**src/design/crp_pkg.sv**
```systemverilog
// Shared types, constants and helpers of the Catmull-Rom path evaluator.
package crp_pkg;

	localparam int DEF_MAX_KEYS = 64;
	localparam int FRAC_BITS = 16;
	localparam int DIV_DEN_W = 33;
	localparam int DIV_NUM_W = DIV_DEN_W + FRAC_BITS;
	localparam int LERP_LAST = 8;
	// One bit per de Casteljau step: 1 = lerp the two front points, 0 = drop the front point.
	localparam logic [LERP_LAST:0] LERP_SEQ = 9'b100110111;

	localparam logic [1:0] CMD_INSERT = 2'd0;
	localparam logic [1:0] CMD_CLEAR = 2'd1;
	localparam logic [1:0] CMD_EVAL = 2'd2;

	localparam logic [1:0] STAT_OK = 2'd0;
	localparam logic [1:0] STAT_FULL = 2'd1;
	localparam logic [1:0] STAT_ZERO_SEG = 2'd2;

	typedef struct packed {
		logic hold;
		logic [2:0][31:0] vel;
		logic [2:0][31:0] pos;
		logic [31:0] tstamp;
	} key_t;

	typedef enum logic [4:0] {
		ST_IDLE,
		ST_INS_RD,
		ST_INS_CHK,
		ST_INS_WR,
		ST_ONE,
		ST_SRCH_RD,
		ST_SRCH_CHK,
		ST_LD_RD,
		ST_LD_CAP,
		ST_DUR,
		ST_DIVU,
		ST_AXIS,
		ST_DIV1,
		ST_DIV2,
		ST_LERP,
		ST_LERP_WAIT,
		ST_OUT
	} state_t;

	typedef enum logic [2:0] {
		LP_IDLE,
		LP_LO,
		LP_HI,
		LP_ACC,
		LP_FIN
	} lerp_phase_t;

	function automatic logic signed [31:0] sat32(input logic signed [63:0] x);
		logic signed [31:0] r;
		if (x > 64'sd2147483647) begin
			r = 32'sh7fffffff;
		end else if (x < -64'sd2147483648) begin
			r = 32'sh80000000;
		end else begin
			r = x[31:0];
		end
		return r;
	endfunction

endpackage

```
**src/design/crp_lerp.sv**
```systemverilog
// Fixed-point lerp with rounding and saturation on one shared 17 x 32 multiplier.
module crp_lerp
	import crp_pkg::*;
(
	input  logic clk,
	input  logic arst_n,
	input  logic start,
	input  logic signed [31:0] a,
	input  logic signed [31:0] b,
	input  logic signed [31:0] u,
	output logic done,
	output logic signed [31:0] res
);

	localparam int LO_W = 16;
	localparam int DIFF_W = 33;
	localparam int PROD_W = DIFF_W - LO_W + 32;
	localparam int ACC_W = DIFF_W + 32;
	localparam logic signed [ACC_W-1:0] HALF = ACC_W'(1) << (FRAC_BITS - 1);

	lerp_phase_t phase_q, phase_d;
	logic done_q;
	logic signed [31:0] a_q;
	logic signed [31:0] u_q;
	logic signed [DIFF_W-1:0] diff_q;
	logic signed [DIFF_W-LO_W-1:0] mop;
	logic signed [PROD_W-1:0] prod;
	logic signed [PROD_W-1:0] lo_q;
	logic signed [PROD_W-1:0] hi_q;
	logic signed [ACC_W-1:0] acc_q;
	logic signed [ACC_W-1:0] acc_sh;
	logic signed [63:0] sum;
	logic signed [31:0] res_q;

	always_ff @(posedge clk or negedge arst_n) begin
		if (!arst_n) begin
			phase_q <= LP_IDLE;
			done_q <= 1'b0;
		end else begin
			phase_q <= phase_d;
			done_q <= (phase_q == LP_FIN);
		end
	end

	always_comb begin
		phase_d = phase_q;
		case (phase_q)
			LP_IDLE: if (start) phase_d = LP_LO;
			LP_LO: phase_d = LP_HI;
			LP_HI: phase_d = LP_ACC;
			LP_ACC: phase_d = LP_FIN;
			LP_FIN: phase_d = LP_IDLE;
			default: phase_d = LP_IDLE;
		endcase
	end

	assign mop = (phase_q == LP_LO) ? $signed({1'b0, diff_q[LO_W-1:0]})
		: $signed(diff_q[DIFF_W-1:LO_W]);
	assign prod = mop * u_q;
	assign acc_sh = acc_q >>> FRAC_BITS;
	assign sum = 64'(a_q) + acc_sh[63:0];

	always_ff @(posedge clk) begin
		if (start && phase_q == LP_IDLE) begin
			a_q <= a;
			u_q <= u;
			diff_q <= DIFF_W'(b) - DIFF_W'(a);
		end
		case (phase_q)
			LP_LO: lo_q <= prod;
			LP_HI: hi_q <= prod;
			LP_ACC: acc_q <= (ACC_W'(hi_q) <<< LO_W) + ACC_W'(lo_q) + HALF;
			LP_FIN: res_q <= sat32(sum);
			default: ;
		endcase
	end

	assign done = done_q;
	assign res = res_q;

endmodule

```
**config.mk**
```make
export PLATFORM = sky130hd
export DESIGN_NAME = crp_lerp
export DESIGN_NICKNAME = d
export VERILOG_FILES = /design/src/design/crp_pkg.sv /design/src/design/crp_lerp.sv
export SDC_FILE = /design/constraint.sdc
export NUM_CORES = 2
export LEC_CHECK = 0
export ABC_CLOCK_PERIOD_IN_PS = 22700
export BUFFER_PORTS_ARGS = -buffer_cell sky130_fd_sc_hd__buf_4
export CORE_ASPECT_RATIO = 1.5
export CORE_MARGIN = 4
export CORE_UTILIZATION = 40
export DETAILED_ROUTE_END_ITERATION = 7
export GPL_TIMING_DRIVEN = 0
export PLACE_DENSITY = 0.68
export REMOVE_ABC_BUFFERS = 1
export SLEW_MARGIN = 5
export SYNTH_ARGS = -nofsm -noshare
export SYNTH_HDL_FRONTEND = slang
export SYNTH_SLANG_ARGS = --single-unit
```
**constraint.sdc**
```tcl
create_clock -name clk -period 22.7 [get_ports clk]
set_input_delay 2.27 -clock clk [delete_from_list [all_inputs] [get_ports clk]]
set_output_delay 2.27 -clock clk [all_outputs]
set_load 0.02 [all_outputs]
```
==> summary by stage <==
Setup path
The category of the worst setup path capture point is a flip-flop. Counting both buffers and inverters, the worst setup path holds a total of 6. The master of the slowest instance on the critical path is mux2_2. In this run the register-to-register setup slack is 13.15 ns. In this design, the critical path's most frequently occurring cell is fa_1. The critical path launch point type is a flip-flop. The kind of cell adding the most delay to the critical path is adder cells.

The cell count of the worst reg-to-reg path is 28. The startpoint identified for the worst register-to-register timing path is phase_q[1]$_DFFE_PN0P_. In this run the critical register-to-register path is captured at lo_q[47]$_DFFE_PP_.

The data required time of the worst path is 23.02 ns. The kind of critical path is flip-flop to flip-flop. The peak fanout along the critical path is 33. Data arrives at the worst endpoint at 9.87 ns. For this run, the slowest stage of the critical path takes 0.68 ns.

Placement
The number of port buffers is 131. The number of instances in the placed design is 4548. The wire-length estimate of the detail-placed layout is 67700 µm. The post-placement setup slack is 13.10 ns. At the end of routability-driven placement, the weighted congestion stood at 0.913.

Synthesis
The number of standard cells after synthesis is 3381. The cell area that synthesis handed to floorplanning was 33900 µm². The synthesized netlist devotes 13.4% of its cell area to simple gates. Summing the areas of all fa, ha and maj instances in the mapped netlist gives 40.0% of the synthesized area. Counting flops with a built-in enable in the synthesized netlist gives 261. The XOR/XNOR share of the synthesized area is 4.34%.

The combinational family with the most area after synthesis is adder cells. A synthesized cell averages 10.0 µm². The post-synthesis mux area share is 0.558%.

For this run, asynchronously set or reset flops after synthesis account for 1.51%. The complex-gate fraction of the synthesized area is 10.1%. The sequential fraction of the synthesis area is 23.4%.

After synthesis, the netlist uses 81 different library cells. The number of synthesized register bits is 265. The most used flip-flop cell after synthesis is edfxtp_1. The warning count from the yosys run is 0.

CTS
The buffers inserted during post-CTS setup optimization is 0. The cell sitting at the root of the clock tree is a clkbuf_16. In this run the number of H-tree levels came out at 1. The count of instances resized after the clock tree is built is 0. Buffers inserted to repair hold after CTS numbered 0. The sink count of the clock tree is 265.

TritonCTS created 28 clock buffers. Clock-pin slew was measured on the worst setup and hold paths at 0.07 ns. TritonCTS built the clock tree. The deepest clock path buffer count is 3. The insertion delay to the later sink of the worst-skew pair is 0.59 ns.

Route
The final routed wirelength across all metal layers is 83200 µm. The average via count per standard cell is 5.17. After detailed routing, the number of remaining DRC violations is 0. The first TritonRoute pass finished after 5 iterations.

The routed length per instance is 18.1 µm. In this run the remaining antenna-violating nets after routing total 0. The violation count after the first detailed-route iteration is 1160. The count of vias placed by the detailed router is 23.8k.

STA
For the finished layout, the period the worst path requires is 9.55 ns. The number of setup violations in the final report is 0. The upper clock frequency limit is 105 MHz.

The max-slew violation total from the final report is 0. Setup repair after global routing left no endpoint under its margin. Across the routed clock network, the largest skew measured is 0.0250 ns. The actual slew at the worst max-slew pin is 0.942 ns. The post-layout worst setup margin is 13.15 ns.

The hold violation total from the final report is 0. The setup total negative slack is 0 ns. Measured against its own limit, the worst slew margin works out to 37.2%. The portion of the clock cycle consumed by the worst path in the final layout is 42.1%.

Worst hold path
The terminating pin of the worst hold path is done$_DFF_PN0_. The min-delay analysis places its worst path in the category flip-flop to flip-flop. The number of instances on the worst hold path is 1.

The startpoint identified for the worst hold timing path is phase_q[0]$_DFFE_PN0P_.

Layout
Counting the fill cells in the layout gives 8054. The area growth from synthesis to layout is 9.54%. The footprint of the flip-flops and latches is 7940 µm². The library cells used most frequently in the layout, excluding fill and tap cells, are inv_1, fa_1, nand2_1.

The area of the multi-input gates is 23200 µm². After the last flow step, the layout net total stands at 4323. The leading cell type in the layout, fill and taps excluded is inv_1.

The fraction of final layout cells sized beyond drive strength 1 is 8.11%. The final standard cell count with taps included and fillers excluded is 4601. The share of the core filled with cells in the final layout is 44.2%.

Global route
The overall routing resource usage is 18.9%. The first-pass GRT wire length is 135000 µm. The initial antenna violation count came to 1. Entering global routing, the biggest net connects 42 pins.

The via count of the first global-routing pass is 26.1k. Global routing finished with a remaining overflow of 0.

Floorplan
The die is 364 µm tall. The die covers 89500 µm². The area inside the core boundary is 83900 µm². The initial core utilization is 40.4%. The die is 246 µm wide. In this run the core area contains 130 standard-cell rows. In this run the count of I/O pins placed on the die edge is 132.

Run
The total of max-cap violations is 0.

Outcome
The flow ran to the end, and the final reports show no timing, DRC or antenna violations.
==> synthesized netlist by cell type (4+ instances only) <==
master	n	area [µm²]
o21a_1	25	188
o21ai_0	81	405
o31a_1	4	35.0
inv_1	609	2290
clkbuf_1	100	375
o21bai_1	26	195
nor3_1	19	95.1
or3_1	5	31.3
a31oi_1	10	62.6
ha_1	244	3050
a311oi_1	4	35.0
fa_1	524	10500
nand2b_1	19	119
o21ai_2	30	263
o221ai_1	4	35.0
or2_2	7	43.8
xor2_1	43	377
o211ai_1	10	75.1
a2111oi_0	5	43.8
mux2_2	15	169
o2111ai_1	5	43.8
buf_6	6	67.6
nand2_1	374	1400
o21ai_1	5	25.0
and2_1	192	1200
edfxtp_1	261	7840
o22ai_1	4	25.0
a21o_1	89	668
nor2_1	123	462
nand3_1	37	185
dfrtp_1	4	100
nor3b_1	5	37.5
and3_1	25	156
nor2b_1	81	507
xnor2_1	125	1090
nor4_1	6	37.5
a21oi_1	142	711
o31ai_1	5	37.5
a211oi_1	22	165
o41ai_1	4	35.0
nand4_1	22	138
==> cells by family (layout without fill, tap and decap cells) <==
family / after synthesis / count (layout)
compound gates: 513 / 513
flops: 265 / 265
fa+ha+maj: 768 / 768
other cells: 0 / 1
xor+xnor: 168 / 168
mux: 17 / 17
simple gates: 928 / 928
buf+inv: 722 / 819
==> metal layers <==
layer,global-route usage (%),part of all wire (%),wire length [µm]
met5,0,0,0
met4,8.16,4.4,3670
met3,2.10,4.3,3600
met1,20.9,37,31200
met2,36.3,54,44800
==> per-stage QoR <==
step | hold slack [ns] | area (µm²)
detailed placement | 0.616 | 36100
floorplan | 0.547 | 33400
global route | 0.660 | 37100
CTS | 0.620 | 37100
finish | 0.619 | 37100
global placement | 0.572 | 35800
==> area by class of cell <==
type	count	share of cell area, %
well taps	1122	3.78
flip-flops and latches	265	21.4
clock inverters	18	0.621
diodes	1	0.00674
clock buffers	34	2.03
inverters	609	6.16
multi-input cells	2394	62.6
repair buffers	158	3.43
==> worst max-delay path by stage <==
stage	slack [ns]	depth (start not counted)	from	end
after floorplan	9.84	1	start	a_q[0]$_DFFE_PP_
after global placement	3.09	2	start	u_q[0]$_DFFE_PP_
after detailed placement	13.10	28	phase_q[1]$_DFFE_PN0P_	hi_q[47]$_DFFE_PN_
after CTS	13.08	28	phase_q[1]$_DFFE_PN0P_	hi_q[47]$_DFFE_PN_
after global routing	12.69	28	phase_q[1]$_DFFE_PN0P_	hi_q[47]$_DFFE_PN_
final	13.15	28	phase_q[1]$_DFFE_PN0P_	lo_q[47]$_DFFE_PP_
==> state kept, by name, summed over array words and instances, names as in the netlist <==
signal / count
a_q: 32
hi_q: 49
acc_q: 49
u_q: 32
lo_q: 34
phase_q: 3
diff_q: 33
done: 1
res: 32
Power is left out: the tool's default activity adds up to more than one toggle a clock period on the data nets, which glitch-free logic cannot reach.
