===== config.mk =====
export PLATFORM = sky130hd
export DESIGN_NAME = crp_divider
export DESIGN_NICKNAME = d
export VERILOG_FILES = /design/src/design/crp_pkg.sv /design/src/design/crp_divider.sv
export SDC_FILE = /design/constraint.sdc
export NUM_CORES = 1
export LEC_CHECK = 0
export ABC_AREA = 1
export BUFFER_PORTS_ARGS = -buffer_cell sky130_fd_sc_hd__buf_2
export CORE_ASPECT_RATIO = 0.75
export CORE_MARGIN = 2
export CORE_UTILIZATION = 42
export CTS_CLUSTER_DIAMETER = 60
export DETAILED_ROUTE_END_ITERATION = 7
export PLACE_DENSITY = 0.63
export SLEW_MARGIN = 20
export SYNTH_ARGS = -nofsm -noshare
export SYNTH_HDL_FRONTEND = slang
export SYNTH_SLANG_ARGS = --single-unit

===== constraint.sdc =====
create_clock -name clk -period 4.4 [get_ports clk]
set_clock_uncertainty 0.2 [all_clocks]
set_input_delay 0.22 -clock clk [delete_from_list [all_inputs] [get_ports clk]]
set_output_delay 0.22 -clock clk [all_outputs]
set_load 0.05 [all_outputs]

===== src/design/crp_pkg.sv =====
// Shared types, constants and helpers of the Catmull-Rom path evaluator.
package crp_pkg;

	localparam int DEF_MAX_KEYS = 64;
	localparam int FRAC_BITS = 16;
	localparam int DIV_DEN_W = 33;
	localparam int DIV_NUM_W = DIV_DEN_W + FRAC_BITS;
	localparam int LERP_LAST = 8;
	// One bit per de Casteljau step: 1 = lerp the two front points, 0 = drop the front point.
	localparam logic [LERP_LAST:0] LERP_SEQ = 9'b100110111;

	localparam logic [1:0] CMD_INSERT = 2'd0;
	localparam logic [1:0] CMD_CLEAR = 2'd1;
	localparam logic [1:0] CMD_EVAL = 2'd2;

	localparam logic [1:0] STAT_OK = 2'd0;
	localparam logic [1:0] STAT_FULL = 2'd1;
	localparam logic [1:0] STAT_ZERO_SEG = 2'd2;

	typedef struct packed {
		logic hold;
		logic [2:0][31:0] vel;
		logic [2:0][31:0] pos;
		logic [31:0] tstamp;
	} key_t;

	typedef enum logic [4:0] {
		ST_IDLE,
		ST_INS_RD,
		ST_INS_CHK,
		ST_INS_WR,
		ST_ONE,
		ST_SRCH_RD,
		ST_SRCH_CHK,
		ST_LD_RD,
		ST_LD_CAP,
		ST_DUR,
		ST_DIVU,
		ST_AXIS,
		ST_DIV1,
		ST_DIV2,
		ST_LERP,
		ST_LERP_WAIT,
		ST_OUT
	} state_t;

	typedef enum logic [2:0] {
		LP_IDLE,
		LP_LO,
		LP_HI,
		LP_ACC,
		LP_FIN
	} lerp_phase_t;

	function automatic logic signed [31:0] sat32(input logic signed [63:0] x);
		logic signed [31:0] r;
		if (x > 64'sd2147483647) begin
			r = 32'sh7fffffff;
		end else if (x < -64'sd2147483648) begin
			r = 32'sh80000000;
		end else begin
			r = x[31:0];
		end
		return r;
	endfunction

endpackage


===== src/design/crp_divider.sv =====
// Unsigned restoring divider, one quotient bit per cycle.
module crp_divider
	import crp_pkg::*;
(
	input  logic clk,
	input  logic arst_n,
	input  logic start,
	input  logic [DIV_NUM_W-1:0] num,
	input  logic [DIV_DEN_W-1:0] den,
	output logic done,
	output logic [DIV_NUM_W-1:0] quo
);

	localparam int CNT_W = $clog2(DIV_NUM_W);

	logic busy_q;
	logic done_q;
	logic [CNT_W-1:0] cnt_q;
	logic [DIV_NUM_W-1:0] quo_q;
	logic [DIV_DEN_W-1:0] rem_q;
	logic [DIV_DEN_W-1:0] den_q;
	logic [DIV_DEN_W:0] trial;
	logic [DIV_DEN_W:0] trial_sub;
	logic ge;

	assign trial = {rem_q, quo_q[DIV_NUM_W-1]};
	assign trial_sub = trial - {1'b0, den_q};
	assign ge = trial >= {1'b0, den_q};

	always_ff @(posedge clk or negedge arst_n) begin
		if (!arst_n) begin
			busy_q <= 1'b0;
			done_q <= 1'b0;
			cnt_q <= '0;
		end else begin
			done_q <= 1'b0;
			if (start) begin
				busy_q <= 1'b1;
				cnt_q <= CNT_W'(DIV_NUM_W - 1);
			end else if (busy_q) begin
				if (cnt_q == '0) begin
					busy_q <= 1'b0;
					done_q <= 1'b1;
				end else begin
					cnt_q <= cnt_q - CNT_W'(1);
				end
			end
		end
	end

	always_ff @(posedge clk) begin
		if (start) begin
			quo_q <= num;
			rem_q <= '0;
			den_q <= den;
		end else if (busy_q) begin
			rem_q <= ge ? trial_sub[DIV_DEN_W-1:0] : trial[DIV_DEN_W-1:0];
			quo_q <= {quo_q[DIV_NUM_W-2:0], ge};
		end
	end

	assign done = done_q;
	assign quo = quo_q;

endmodule


==> flow_metrics.tcl, run 1 <==
set metrics [dict create \
    finalNetCount 1432 \
    cts_max_level 4 \
    timing.final.crit_period_ns 2.95 \
    post_synth.cell_area_avg_sq_um 7.10 \
    crit_arrival_ns 3.12 \
    rr_worst_depth 13 \
    design_area_sq_mm 0.0101 \
    detail-route-antenna-nets 0 \
    syn_nets 1216 \
    dr.first_iter.drc_count 564 \
    fin_crit_sh 0.671 \
    tightest_slew_ns 0.961 \
    yosysWarnings 0 \
    worst_setup_path_start_kind "register" \
    die_area_sq_mm 0.0196 \
    grt_use_total 0.230 \
    cts_setup_buffers 0 \
    finalSetupTns_ns 0 \
    finalWirelength_microns 22000 \
    crit_required_ns 4.56 \
    ys_seq_area_frac 0.428 \
    rows 43 \
    postLayoutCoreUtil 0.551 \
    dp_hpwl_microns 15400 \
    switching_share 0.446 \
    die-width_microns 161 \
    holdWs_ns 0.0961 \
    crit_fanout 36 \
    max_freq_ghz 0.339 \
    p_per_area_mw_per_mm2 579 \
    clockPowerShare 0.238 \
    grt.overflow.total 0 \
    post_drt_wl_per_cell_microns 14.0 \
    synth-seq-cells 123 \
    clock_latency_ns 0.43 \
    drive_gt1_frac 0.145 \
    synth_top_flop_cell "edfxtp_1" \
    hp-class "primary input to register" \
    hold_path_depth 1 \
    vias_per_cell 4.71 \
    synth_cell_type_count 33 \
    grt_max_degree 66 \
    seq_power_share 0.276 \
    worst_setup_hold_path_clk_slew_ns 0.06 \
    ctsLongestPathBuffers 2 \
    fillerInstances 1749 \
    power.switching_mw 2.60 \
    areaGrowthSynthToFinish_pct 29.6 \
    io_buffers 134 \
    root_buffer "clkbuf_16" \
    tritoncts "yes" \
    end_kind "register" \
    path_cells "inv_1 > ha_1 > inv_1 > fa_1 > nand3_1 > nand3_2 > nand2_2 > nand2_2 > nand2_4 > nand2_4 > nand2_1 > nand3_1 > nand2_1" \
    max_cap_viol_count 0 \
    cts_resized 0 \
    core_sq_mm 0.0183 \
    final_hold_viol_count 0 \
    clock-sinks 123 \
    io_pins 135 \
    vias 7394 \
    grt_pass1_wl_microns 35400 \
    rsz0062_at_grt "no" \
    leakage_nw 5.40 \
    placed_area_sq_mm 0.00865 \
    async_flop_share 0.0650 \
    initial_core_util 0.425 \
    critPathMaxStageDelay_ns 0.44 \
    die_h_microns 122 \
    critPathKind "register to register" \
    cts_buffers 17 \
    p_int_mw 3.23 \
    power_frac_comb 0.486 \
    diodes 0 \
    slew_violations 0 \
    synthCells 1095 \
    synth_edf_count 82 \
    grt_pass1_vias 6939 \
    syn-cell-area_sq_mm 0.00777 \
    antenna_found_initial 0 \
    report.power.total_mw 5.83 \
    drt_first_pass_iters 5 \
    finalSetupViolCount 0 \
    peakVddDrop_v 0.000341 \
    status "complete, no violations" \
    drc 0 \
    cp_slowest_cell "fa_1" \
    slew_headroom 0.359 \
    gp_congestion 0.949 \
]
## cell type report
class                   instances  area [sq um]  area share
flip-flops and latches        123          3320       0.330
well taps                     247           309      0.0307
repair buffers                222          1540       0.153
inverters                     198           743      0.0738
clock inverters                15           153      0.0152
multi-input cells             749          3580       0.355
clock buffers                  17           425      0.0422
## placed cells by master (no fill, tap or decap), types with 2 or more instances in the layout
cell / instances
a21oi_1: 22
and2_1: 7
buf_2: 133
buf_4: 5
clkbuf_16: 17
clkinvlp_4: 3
dfrtp_1: 8
dfxtp_1: 33
dlygate4sd3_1: 84
edfxtp_1: 82
ha_1: 35
inv_1: 193
inv_2: 4
inv_6: 7
inv_8: 3
nand2_1: 471
nand2_2: 5
nand2_4: 2
nand3_1: 77
nand3_2: 2
nand3b_1: 20
nand4_1: 7
nor2_1: 43
nor2_2: 5
nor2_4: 2
nor3_1: 6
o21ai_0: 9
o21ai_1: 14
o21bai_1: 2
xnor2_1: 15
## critical path: cells and delay by family (launching register included)
kind	cells	cell delay, ns
fa+ha+maj	2	0.59
buf+inv	2	0.18
flops	1	0.38
simple gates	9	1.49
## metal layers
| layer | vias up | track usage | wire length (microns) |
|---|---|---|---|
| met4 | 0 | 0.0541 | 203 |
| li1 | 3812 | - | - |
| met1 | 3347 | 0.352 | 11600 |
| met3 | 17 | 0.0439 | 1230 |
| met2 | 218 | 0.333 | 9010 |
| met5 | - | 0 | 0 |
## logic make-up (layout without fill, tap and decap cells)
family / count (synthesis) / after routing / synth area share
AND/OR/NAND/NOR: 649 / 649 / 0.351
buffers and inverters: 223 / 452 / 0.113
flip-flops: 123 / 123 / 0.428
AO/OA/AOI/OAI: 49 / 49 / 0.0327
adder cells (fa/ha/maj): 36 / 36 / 0.0589
XOR/XNOR: 15 / 15 / 0.0169
## path summary, 6_finish.rpt
kind / slack [ns] / end / from
max: 1.45 / rem_q[21] / quo[48]
min in group asynchronous: 0.58 / busy_q / arst_n
min reg2reg: 0.26 / rem_q[32] / rem_q[32]
max in group asynchronous: 3.13 / cnt_q[4] / arst_n
min: 0.1 / den_q[20] / start
max reg2reg: 1.45 / rem_q[21] / quo[48]
## registers in the layout, indices dropped and copies added, names as in the netlist
register  flops
rem_q        33
busy_q        1
quo          49
done          1
den_q        33
cnt_q         6
## power by group through the flow
stage	Sequential [mW]	Combinational [mW]	Clock, mW
2_1_floorplan	1.76	1.97	0
3_3_place_gp	1.63	2.71	0
3_5_place_dp	1.62	2.73	0
4_1_cts	1.61	2.80	1.41
5_1_grt	1.64	3.20	1.47
6_report	1.61	2.83	1.39
## metrics by stage
| stage | setup slack (ns) | std cells |
|---|---|---|
| finish | 1.45 | 1571 |
| global route | 1.25 | 1571 |
| CTS | 1.47 | 1571 |
| detailed placement | 1.49 | 1455 |
| global placement | 1.63 | 1455 |
| floorplan | 1.36 | 1095 |
## cells in the mapped netlist (all sizes together), types with 8 or more instances
cell | number | area share
xnor2 | 15 | 0.017
dfrtp | 8 | 0.026
a21oi | 22 | 0.014
o21ai | 23 | 0.015
nand3b | 20 | 0.019
ha | 35 | 0.056
nor2 | 50 | 0.027
buf | 12 | 0.011
edfxtp | 82 | 0.32
nand2 | 478 | 0.23
inv | 197 | 0.095
nand3 | 79 | 0.052
dfxtp | 33 | 0.085
clkbuf | 13 | 0.0063
## repair_timing
item / 4_1_cts / 5_1_grt
hold endpoints to repair: 90 / 0
setup endpoints to repair: 0 / 0
hold buffers: 84 / 0
(Power assumes the default switching activity.)
==> run 2: changes to the inputs <==
--- a/config.mk
+++ b/config.mk
@@ -12,7 +12,7 @@
 export CORE_UTILIZATION = 42
 export CTS_CLUSTER_DIAMETER = 60
 export DETAILED_ROUTE_END_ITERATION = 7
-export PLACE_DENSITY = 0.63
+export PLACE_DENSITY = 0.65
 export SLEW_MARGIN = 20
 export SYNTH_ARGS = -nofsm -noshare
 export SYNTH_HDL_FRONTEND = slang
==> constraint.sdc (replaced) <==
create_clock -name clk -period 2.6 [get_ports clk]
set_clock_uncertainty 0.2 [all_clocks]
set_input_delay 0.13 -clock clk [delete_from_list [all_inputs] [get_ports clk]]
set_output_delay 0.13 -clock clk [all_outputs]
set_load 0.05 [all_outputs]
==> run 2 against run 1 <==
Net effect:
- global-route usage is 0.093 points lower
- final cell count is 0.95% higher
- worst hold slack better by 0.11 ns
- count of clock-buffer cells in the layout unchanged
- routed wire length fell by 1.2%
- largest power group unchanged
==> flow_metrics.tcl, run 2 (synthesis gave the netlist of run 1 again) <==
set metrics [dict create \
    root_buffer "clkbuf_16" \
    die-width_microns 161 \
    io_buffers 134 \
    p_per_area_mw_per_mm2 982 \
    mostFrequentLayoutCell "nand2_1" \
    cts_max_level 4 \
    critPathKind "register to register" \
    initial_core_util 0.425 \
    design_area_sq_mm 0.0102 \
    slew_headroom 0.643 \
    multiInputGateArea_sq_mm 0.00359 \
    drc 0 \
    drive_gt1_frac 0.158 \
    holdWs_ns 0.203 \
    die_area_sq_mm 0.0196 \
    diodes 0 \
    crit_fanout 4 \
    max_cap_viol_count 0 \
    core_sq_mm 0.0183 \
    peakVddDrop_v 0.000525 \
    gp_congestion 0.975 \
    slew_violations 0 \
    detail-route-antenna-nets 0 \
    finalSetupTns_ns 0 \
    finalSetupViolCount 0 \
    fillerInstances 1741 \
    seqCellArea_sq_mm 0.00332 \
    grt.overflow.total 0 \
    power_frac_comb 0.491 \
    rows 43 \
    vias 7490 \
    drt_first_pass_iters 5 \
    final_hold_viol_count 0 \
    ff2ff_setup_slack_ns 0.20 \
    grt_max_degree 46 \
    grt_pass1_wl_microns 35100 \
    crit_arrival_ns 2.52 \
    largest_reg_flops 49 \
    dp_hpwl_microns 15500 \
    io_pins 135 \
    worst_setup_path_start_kind "register" \
    clock-sinks 123 \
    die_h_microns 122 \
    grt_pass1_vias 6936 \
    end_kind "register" \
    final_cell_mix "466 x nand2_1, 193 x inv_1, 133 x buf_2" \
    finalWirelength_microns 21700 \
    crit_required_ns 2.72 \
    dp_cells 1469 \
    report.power.total_mw 10.1 \
    finalNetCount 1447 \
    post_drt_wl_per_cell_microns 13.7 \
    ctsLongestPathBuffers 2 \
    rsz0062_at_grt "no" \
    leakage_nw 5.50 \
    fin_crit_sh 0.922 \
    placed_area_sq_mm 0.00878 \
    worst_setup_hold_path_clk_slew_ns 0.07 \
    clock_latency_ns 0.43 \
    tritoncts "yes" \
    switching_share 0.443 \
    grt_use_total 0.229 \
    clockPowerShare 0.240 \
    cts_buffers 17 \
    areaGrowthSynthToFinish_pct 31.9 \
    power.switching_mw 4.46 \
    max_freq_ghz 0.417 \
    tightest_slew_ns 0.536 \
    final_cells 1586 \
    timing.final.crit_period_ns 2.40 \
    dr.first_iter.drc_count 550 \
    antenna_found_initial 0 \
    p_int_mw 5.61 \
    vias_per_cell 4.72 \
    hp-class "primary input to register" \
    status "complete, no violations" \
    seq_power_share 0.270 \
]
==> run 2: timing repair <==
item	in CTS	in global routing
endpoints found under the hold margin	91	0
hold buffers	85	0
setup endpoints to repair	0	30
resized for setup	0	9
buffers inserted	0	0
==> run 2: worst paths after layout <==
kind | from | cells after the start | to
max | quo[48] | 16 | rem_q[22]
min | den[31] | 2 | den_q[31]
max reg2reg | quo[48] | 16 | rem_q[22]
min reg2reg | rem_q[32] | 2 | rem_q[32]
max in group asynchronous | arst_n | 3 | done
min in group asynchronous | arst_n | 3 | cnt_q[3]
==> run 2: final cells by class <==
type	instances	area share
Clock buffer	17	0.0415
Clock inverter	15	0.0162
Inverter	198	0.0725
Multi-Input combinational cell	749	0.350
Sequential cell	123	0.324
Tap cell	247	0.0302
Timing Repair Buffer	237	0.165
==> run 2: per-layer routing <==
| layer | wire (microns) | GRT usage | vias to the layer above |
|---|---|---|---|
| met3 | 1570 | 0.0501 | 27 |
| met5 | 0 | 0 | - |
| met4 | 338 | 0.0675 | 0 |
| met1 | 10800 | 0.340 | 3356 |
| li1 | - | - | 3855 |
| met2 | 8990 | 0.334 | 252 |
==> run 2: stage by stage <==
| stage | setup slack, ns | util |
|---|---|---|
| after CTS | 0.0965 | 0.559 |
| after global routing | 0.0124 | 0.560 |
| after global placement | 0.122 | 0.480 |
| after floorplan | 0.0444 | - |
| after detailed placement | 0.125 | 0.480 |
| final | 0.204 | 0.560 |
==> run 2: worst max-delay path: stages (launching register included) <==
cell and delay, ns:
edfxtp_1 0.38, inv_1 0.09, ha_1 0.14, inv_1 0.08, fa_2 0.38, nand2_1 0.11
nand2_1 0.07, nand3_1 0.07, nand2_1 0.12, nand2_1 0.11, nand2_2 0.12, nand2_2 0.12
nand3b_1 0.08, nand2_1 0.07, nand2_1 0.05, nand3_1 0.06, nand2_1 0.05
==> run 2: power by group through the flow <==
| stage | Sequential [mW] | Combinational, mW | Clock, mW |
|---|---|---|---|
| detailed placement | 2.74 | 4.70 | 0 |
| finish | 2.72 | 4.94 | 2.41 |
| CTS | 2.71 | 4.83 | 2.45 |
| floorplan | 2.98 | 3.33 | 0 |
| global placement | 2.74 | 4.68 | 0 |
| global route | 2.77 | 5.56 | 2.54 |
